## src/hdl/cosine_similarity_engine_defines.svh

```systemverilog
// assertion macros used by the cosine similarity engine controller
`ifndef COSINE_SIMILARITY_ENGINE_DEFINES_SVH
`define COSINE_SIMILARITY_ENGINE_DEFINES_SVH

`ifndef SYNTH

// same-cycle implication check
`define CSE_ASSERT_IMPLIES(lbl, clk, rst_n, ante, cons) \
    lbl: assert property (@(posedge clk) disable iff (!rst_n) (ante) |-> (cons)) \
        else $error("cse assertion failed");

// next-cycle implication check
`define CSE_ASSERT_NEXT(lbl, clk, rst_n, ante, cons) \
    lbl: assert property (@(posedge clk) disable iff (!rst_n) (ante) |=> (cons)) \
        else $error("cse assertion failed");

`else

`define CSE_ASSERT_IMPLIES(lbl, clk, rst_n, ante, cons)

`define CSE_ASSERT_NEXT(lbl, clk, rst_n, ante, cons)

`endif

`endif

```

## src/hdl/cse_pkg.sv

```systemverilog
// shared types and constants of the cosine similarity engine
package cse_pkg;

    // field widths
    localparam int IN_W      = 16;
    localparam int DOT_W     = 44;
    localparam int SQ_W      = 43;
    localparam int COS_W     = 16;
    localparam int CNT_OUT_W = 13;

    // root and divide widths
    localparam int SQ_SHIFT  = 20;
    localparam int RAD_W     = SQ_W + SQ_SHIFT;
    localparam int ROOT_W    = 32;
    localparam int DEN_W     = 2 * ROOT_W;
    localparam int DIV_SHIFT = DEN_W - 1 - DOT_W;
    localparam int Q_W       = 17;

    // sequencer step counts
    localparam int STEP_W = 5;
    localparam logic [STEP_W-1:0] ROOT_LAST = STEP_W'(ROOT_W - 1);
    localparam logic [STEP_W-1:0] DIV_LAST  = STEP_W'(Q_W - 1);

    // saturation limit of the cosine magnitude
    localparam logic [COS_W-1:0] COS_MAX = 16'h7fff;

    // stream packing
    localparam int S_TDATA_W = 2 * IN_W;
    localparam int M_TDATA_W = 80;
    localparam int M_PAD_W   = M_TDATA_W - DOT_W - COS_W - CNT_OUT_W;
    localparam int M_TUSER_W = 2;

    // commands from controller to datapath
    typedef struct packed {
        logic prod_load;
        logic acc_en;
        logic acc_clear;
        logic root_load;
        logic root_step;
        logic den_load;
        logic div_init;
        logic div_step;
        logic out_load;
    } cse_cmd_t;

    // status from datapath to controller
    typedef struct packed {
        logic zero_norm;
    } cse_status_t;

endpackage

```

## src/hdl/cse_ctrl.sv

```systemverilog
// controller state machine: input flow, root and divide sequencing, result hand-off
`include "cosine_similarity_engine_defines.svh"

module cse_ctrl
(
    input  logic                 clk,
    input  logic                 rst_n,
    input  logic                 s_tvalid,
    input  logic                 s_tlast,
    output logic                 s_tready,
    output logic                 m_tvalid,
    input  logic                 m_tready,
    input  cse_pkg::cse_status_t status,
    output cse_pkg::cse_cmd_t    cmd
);

    typedef enum logic [6:0] {
        ST_ACCUM   = 7'b0000001,
        ST_LOAD    = 7'b0000010,
        ST_ROOT    = 7'b0000100,
        ST_MUL     = 7'b0001000,
        ST_DIVINIT = 7'b0010000,
        ST_DIV     = 7'b0100000,
        ST_DONE    = 7'b1000000
    } state_t;

    state_t                      state_reg, state_next;
    logic [cse_pkg::STEP_W-1:0]  step_cnt_reg, step_cnt_next;
    logic                        prod_valid_reg;
    logic                        prod_last_reg;
    logic                        out_valid_reg, out_valid_next;
    logic                        s_fire;
    logic                        out_free;

    // input side: stop taking pairs once the last one sits in the product stage
    assign s_tready = (state_reg == ST_ACCUM) && !(prod_valid_reg && prod_last_reg);
    assign s_fire   = s_tvalid && s_tready;
    assign out_free = !out_valid_reg || m_tready;
    assign m_tvalid = out_valid_reg;

    // next state and commands
    always_comb
    begin
        state_next    = state_reg;
        step_cnt_next = step_cnt_reg;
        cmd           = '0;
        cmd.prod_load = s_fire;
        case (state_reg)
            ST_ACCUM:
            begin
                cmd.acc_en = prod_valid_reg;
                if (prod_valid_reg && prod_last_reg)
                begin
                    state_next = ST_LOAD;
                end
            end
            ST_LOAD:
            begin
                cmd.root_load = 1'b1;
                step_cnt_next = '0;
                state_next    = status.zero_norm ? ST_DONE : ST_ROOT;
            end
            ST_ROOT:
            begin
                cmd.root_step = 1'b1;
                step_cnt_next = step_cnt_reg + 1'b1;
                if (step_cnt_reg == cse_pkg::ROOT_LAST)
                begin
                    state_next = ST_MUL;
                end
            end
            ST_MUL:
            begin
                cmd.den_load = 1'b1;
                state_next   = ST_DIVINIT;
            end
            ST_DIVINIT:
            begin
                cmd.div_init  = 1'b1;
                step_cnt_next = '0;
                state_next    = ST_DIV;
            end
            ST_DIV:
            begin
                cmd.div_step  = 1'b1;
                step_cnt_next = step_cnt_reg + 1'b1;
                if (step_cnt_reg == cse_pkg::DIV_LAST)
                begin
                    state_next = ST_DONE;
                end
            end
            ST_DONE:
            begin
                if (out_free)
                begin
                    cmd.out_load  = 1'b1;
                    cmd.acc_clear = 1'b1;
                    state_next    = ST_ACCUM;
                end
            end
            default:
            begin
                state_next = ST_ACCUM;
            end
        endcase
    end

    // output register valid
    always_comb
    begin
        out_valid_next = out_valid_reg;
        if (cmd.out_load)
        begin
            out_valid_next = 1'b1;
        end
        else if (m_tready)
        begin
            out_valid_next = 1'b0;
        end
    end

    // control registers
    always_ff @(posedge clk or negedge rst_n)
    begin
        if (!rst_n)
        begin
            state_reg      <= ST_ACCUM;
            step_cnt_reg   <= '0;
            prod_valid_reg <= 1'b0;
            prod_last_reg  <= 1'b0;
            out_valid_reg  <= 1'b0;
        end
        else
        begin
            state_reg      <= state_next;
            step_cnt_reg   <= step_cnt_next;
            prod_valid_reg <= s_fire;
            prod_last_reg  <= s_fire && s_tlast;
            out_valid_reg  <= out_valid_next;
        end
    end

    // checks
    `CSE_ASSERT_NEXT(a_no_take_after_last, clk, rst_n, s_fire && s_tlast, !s_tready)
    `CSE_ASSERT_IMPLIES(a_result_from_done, clk, rst_n, $rose(out_valid_reg), $past(state_reg == ST_DONE))
    `CSE_ASSERT_IMPLIES(a_mul_after_root, clk, rst_n, state_reg == ST_MUL, $past(state_reg == ST_ROOT))
    `CSE_ASSERT_IMPLIES(a_no_pair_in_flight, clk, rst_n, state_reg != ST_ACCUM, !prod_valid_reg)

endmodule

```

## config.mk

```make
export PLATFORM = sky130hd
export DESIGN_NAME = cse_ctrl
export DESIGN_NICKNAME = d
export VERILOG_FILES = /design/src/hdl/cse_pkg.sv /design/src/hdl/cse_ctrl.sv
export VERILOG_INCLUDE_DIRS = /design/src /design/src/hdl
export SDC_FILE = /design/constraint.sdc
export NUM_CORES = 1
export LEC_CHECK = 0
export ABC_CLOCK_PERIOD_IN_PS = 3000
export BUFFER_PORTS_ARGS = -buffer_cell sky130_fd_sc_hd__buf_2
export CAP_MARGIN = 10
export CORE_MARGIN = 4
export CORE_UTILIZATION = 30
export DETAILED_ROUTE_END_ITERATION = 10
export PLACE_DENSITY = 0.57
export SYNTH_ARGS = -nofsm -noshare
export SYNTH_HDL_FRONTEND = slang
export SYNTH_SLANG_ARGS = --single-unit
```

## constraint.sdc

```tcl
create_clock -name clk -period 3 [get_ports clk]
set_clock_uncertainty 0.1 [all_clocks]
set_input_delay 0.6 -clock clk [delete_from_list [all_inputs] [get_ports clk]]
set_output_delay 0.6 -clock clk [all_outputs]
set_load 0.05 [all_outputs]
```

==> flow_summary.yaml <==
placement:
  dp_cells: 131
  io_buffers: 16
  place_congestion: 0.781
  hpwl_mm: 1.48
synthesis:
  yosysWarnings: 0
  ys_seq_area_share_pct: 44.3
  synthesis.nets: 94
  syn_inst: 85
  synthArstFlopShare_pct: 100
  yosys-top-cells-area: "dfrtp_1, ha_1, dfstp_2, nor4b_1, xnor2_1"
  synth.avg_cell_area_um2: 9.99
  synth_top_area_share_pct: 41.2
  synth-edff-count: 0
  ys_ff_latch: 15
  synth_area_um2: 850
  synth_area_leader_cell: "dfrtp_1"
  ys.flop_type: "dfrtp_1"
  yosysUniqueCellTypes: 35
run_status:
  violations: "design-rule violations"
  status: "complete, but fails checks"
setup_path:
  reg2reg_slack_ns: 0.83
  cp-end-kind: "primary output"
  crit_path_max_fanout: 4
  path_cells: "or4_4 -> or4b_4 -> a21o_1 -> clkinv_2 -> and2_4 -> buf_8"
  slowest_delay_ns: 0.56
  worst-setup-path-type: "reg -> out"
  startpoint_type: "flip-flop"
  worstPathRequired_ns: 2.30
  cpMaxStageDelayCell: "or4_4"
  critPathArrivalTime_ns: 2.28
timing:
  fin_crit_ns: 2.98
  whs_ns: 0.115
  hold_viol_final: 0
  fmax_mhz: 335
  slew_headroom_pct: 61.5
  finalSetupViolations: 0
  rsz0062_at_grt: "yes"
  maxSlewViolCount: 0
  tightest_slew_ns: 0.573
  finalCritPeriodShare_pct: 99.5
clock_network:
  htreeDepth: 1
  cts_root_buffer: "clkbuf_4"
  cts_buffer_depth: 2
  clkSinkCount: 15
  cts_tree: "built"
  clk_pin_slew_worst_paths_ns: 0.09
  hold_buffers: 0
  numCtsBuffers: 3
  insertion_delay_ns: 0.28
floorplan:
  initial_utilization_pct: 31.1
  die_x_um: 61.2
  rows: 19
  fp.dieArea_um2: 3750
  design.core.area_um2: 2730
  pin_count: 17
  die_h_um: 61.2
detailed_routing:
  firstDrtPassIters: 7
  drcViolationCount: 1
  ant_nets: 0
  via_per_inst: 5.14
  drt_wl_total_mm: 1.97
  drt-initial-drc-count: 15
  wire_per_inst_um: 14.2
  vias: 715
grt:
  grt-ovfl-total: 0
  antenna_found_initial: 0
  grt_pass1_wl_mm: 3.28
  grt_pass1_vias: 735
  grtUsageTotal_pct: 11.9
  grt_max_degree: 16
power_and_ir_drop:
  p_per_area_nw_per_um2: 727
  leakage_nw: 0.519
  irDropWorstVdd_mv: 0.667
layout:
  nFillCells: 268
  diodes: 0
  area_delta_synth_final_pct: 25.0
  fin_cells: 139
  drive_above_1_share_pct: 36.1
  largest_reg_flops: 7
  final_nets: 118
hold_path:
  hold_class: "in -> async"
flow_run:
  cap_violations: 0
metrics by stage:
step                      utilization [%]   TNS, ns  power, mW  cell area, µm²  worst slack, ns
after floorplan                         -         0      0.516             875           0.0426
after global placement               36.2         0      0.589             990            0.212
after detailed placement             36.2         0      0.594             990            0.168
after CTS                            38.2  -0.00312      0.749            1040         -0.00312
after global routing                 38.9   -0.0326      0.822            1060          -0.0326
final                                38.9         0      0.773            1060           0.0155
critical path: cells and delay by family (launching register included):
family	cells	cell delay, ns
compound gates	1	0.19
simple gates	3	1.23
buf+inv	2	0.20
flops	1	0.39
what timing repair did:
item	4_1_cts	5_1_grt
resized for setup	4	3
setup buffers	2	2
endpoints found under the setup margin	1	3
pin swaps	1	0
cell families after synthesis:
family,after synthesis,share of synthesized area (%)
xor+xnor,3,3.09
fa+ha+maj,3,4.42
buf+inv,13,8.10
flops,15,44.3
simple gates,37,29.0
compound gates,14,11.0
metal layers:
layer  up-vias  wire length, µm  share of wire (%)  track usage [%]
met5         -                0                  0                0
met4         0               10               0.51             2.79
met3         2              116                5.9             3.35
met2        21              932                 47             18.3
met1       340              909                 46             16.7
li1        352                -                  -                -
worst paths after layout:
path / startpoint / endpoint / depth (start not counted)
max reg2reg: step_cnt_reg[0]$_DFFE_PN0P_ / state_reg[6]$_DFFE_PN0P_ / 6
min: rst_n / step_cnt_reg[3]$_DFFE_PN0P_ / 1
max: state_reg[2]$_DFFE_PN0P_ / cmd[8] / 6
max in group asynchronous: rst_n / state_reg[0]$_DFFE_PN1P_ / 1
min reg2reg: step_cnt_reg[4]$_DFFE_PN0P_ / step_cnt_reg[4]$_DFFE_PN0P_ / 1
min in group clk: status / state_reg[2]$_DFFE_PN0P_ / 2
placed cells by master (no fill, tap or decap), types with 5 or more instances in the layout:
| cell type | n |
|---|---|
| buf_2 | 14 |
| buf_4 | 10 |
| dfrtp_1 | 13 |
| inv_1 | 6 |
| nor3_1 | 5 |
where the power goes:
group / total [mW] / leakage (nW) / switching, mW / internal, mW
sequential: 0.259 / 0.201 / 0.0229 / 0.236
clock: 0.115 / 0.0150 / 0.0633 / 0.0515
combinational: 0.399 / 0.303 / 0.230 / 0.169
total: 0.773 / 0.519 / 0.316 / 0.456
cells in the mapped netlist, drive strengths merged, types with 3 or more instances:
cell type / count
dfrtp: 14
inv: 6
nor3: 5
buf: 4
ha: 3
nand2: 3
nand2b: 3
nand3: 3
nor4: 3
nor4b: 3
o21ai: 3
or3: 3
xnor2: 3
area by class of cell:
type	instances	area, µm²	share of cell area (%)
Sequential cell	15	378	35.6
Inverter	7	27.5	2.59
Timing Repair Buffer	25	160	15.1
Clock buffer	4	26.3	2.47
Tap cell	31	38.8	3.65
Multi-Input combinational cell	57	432	40.6
Power figures use the tool's default switching activity.
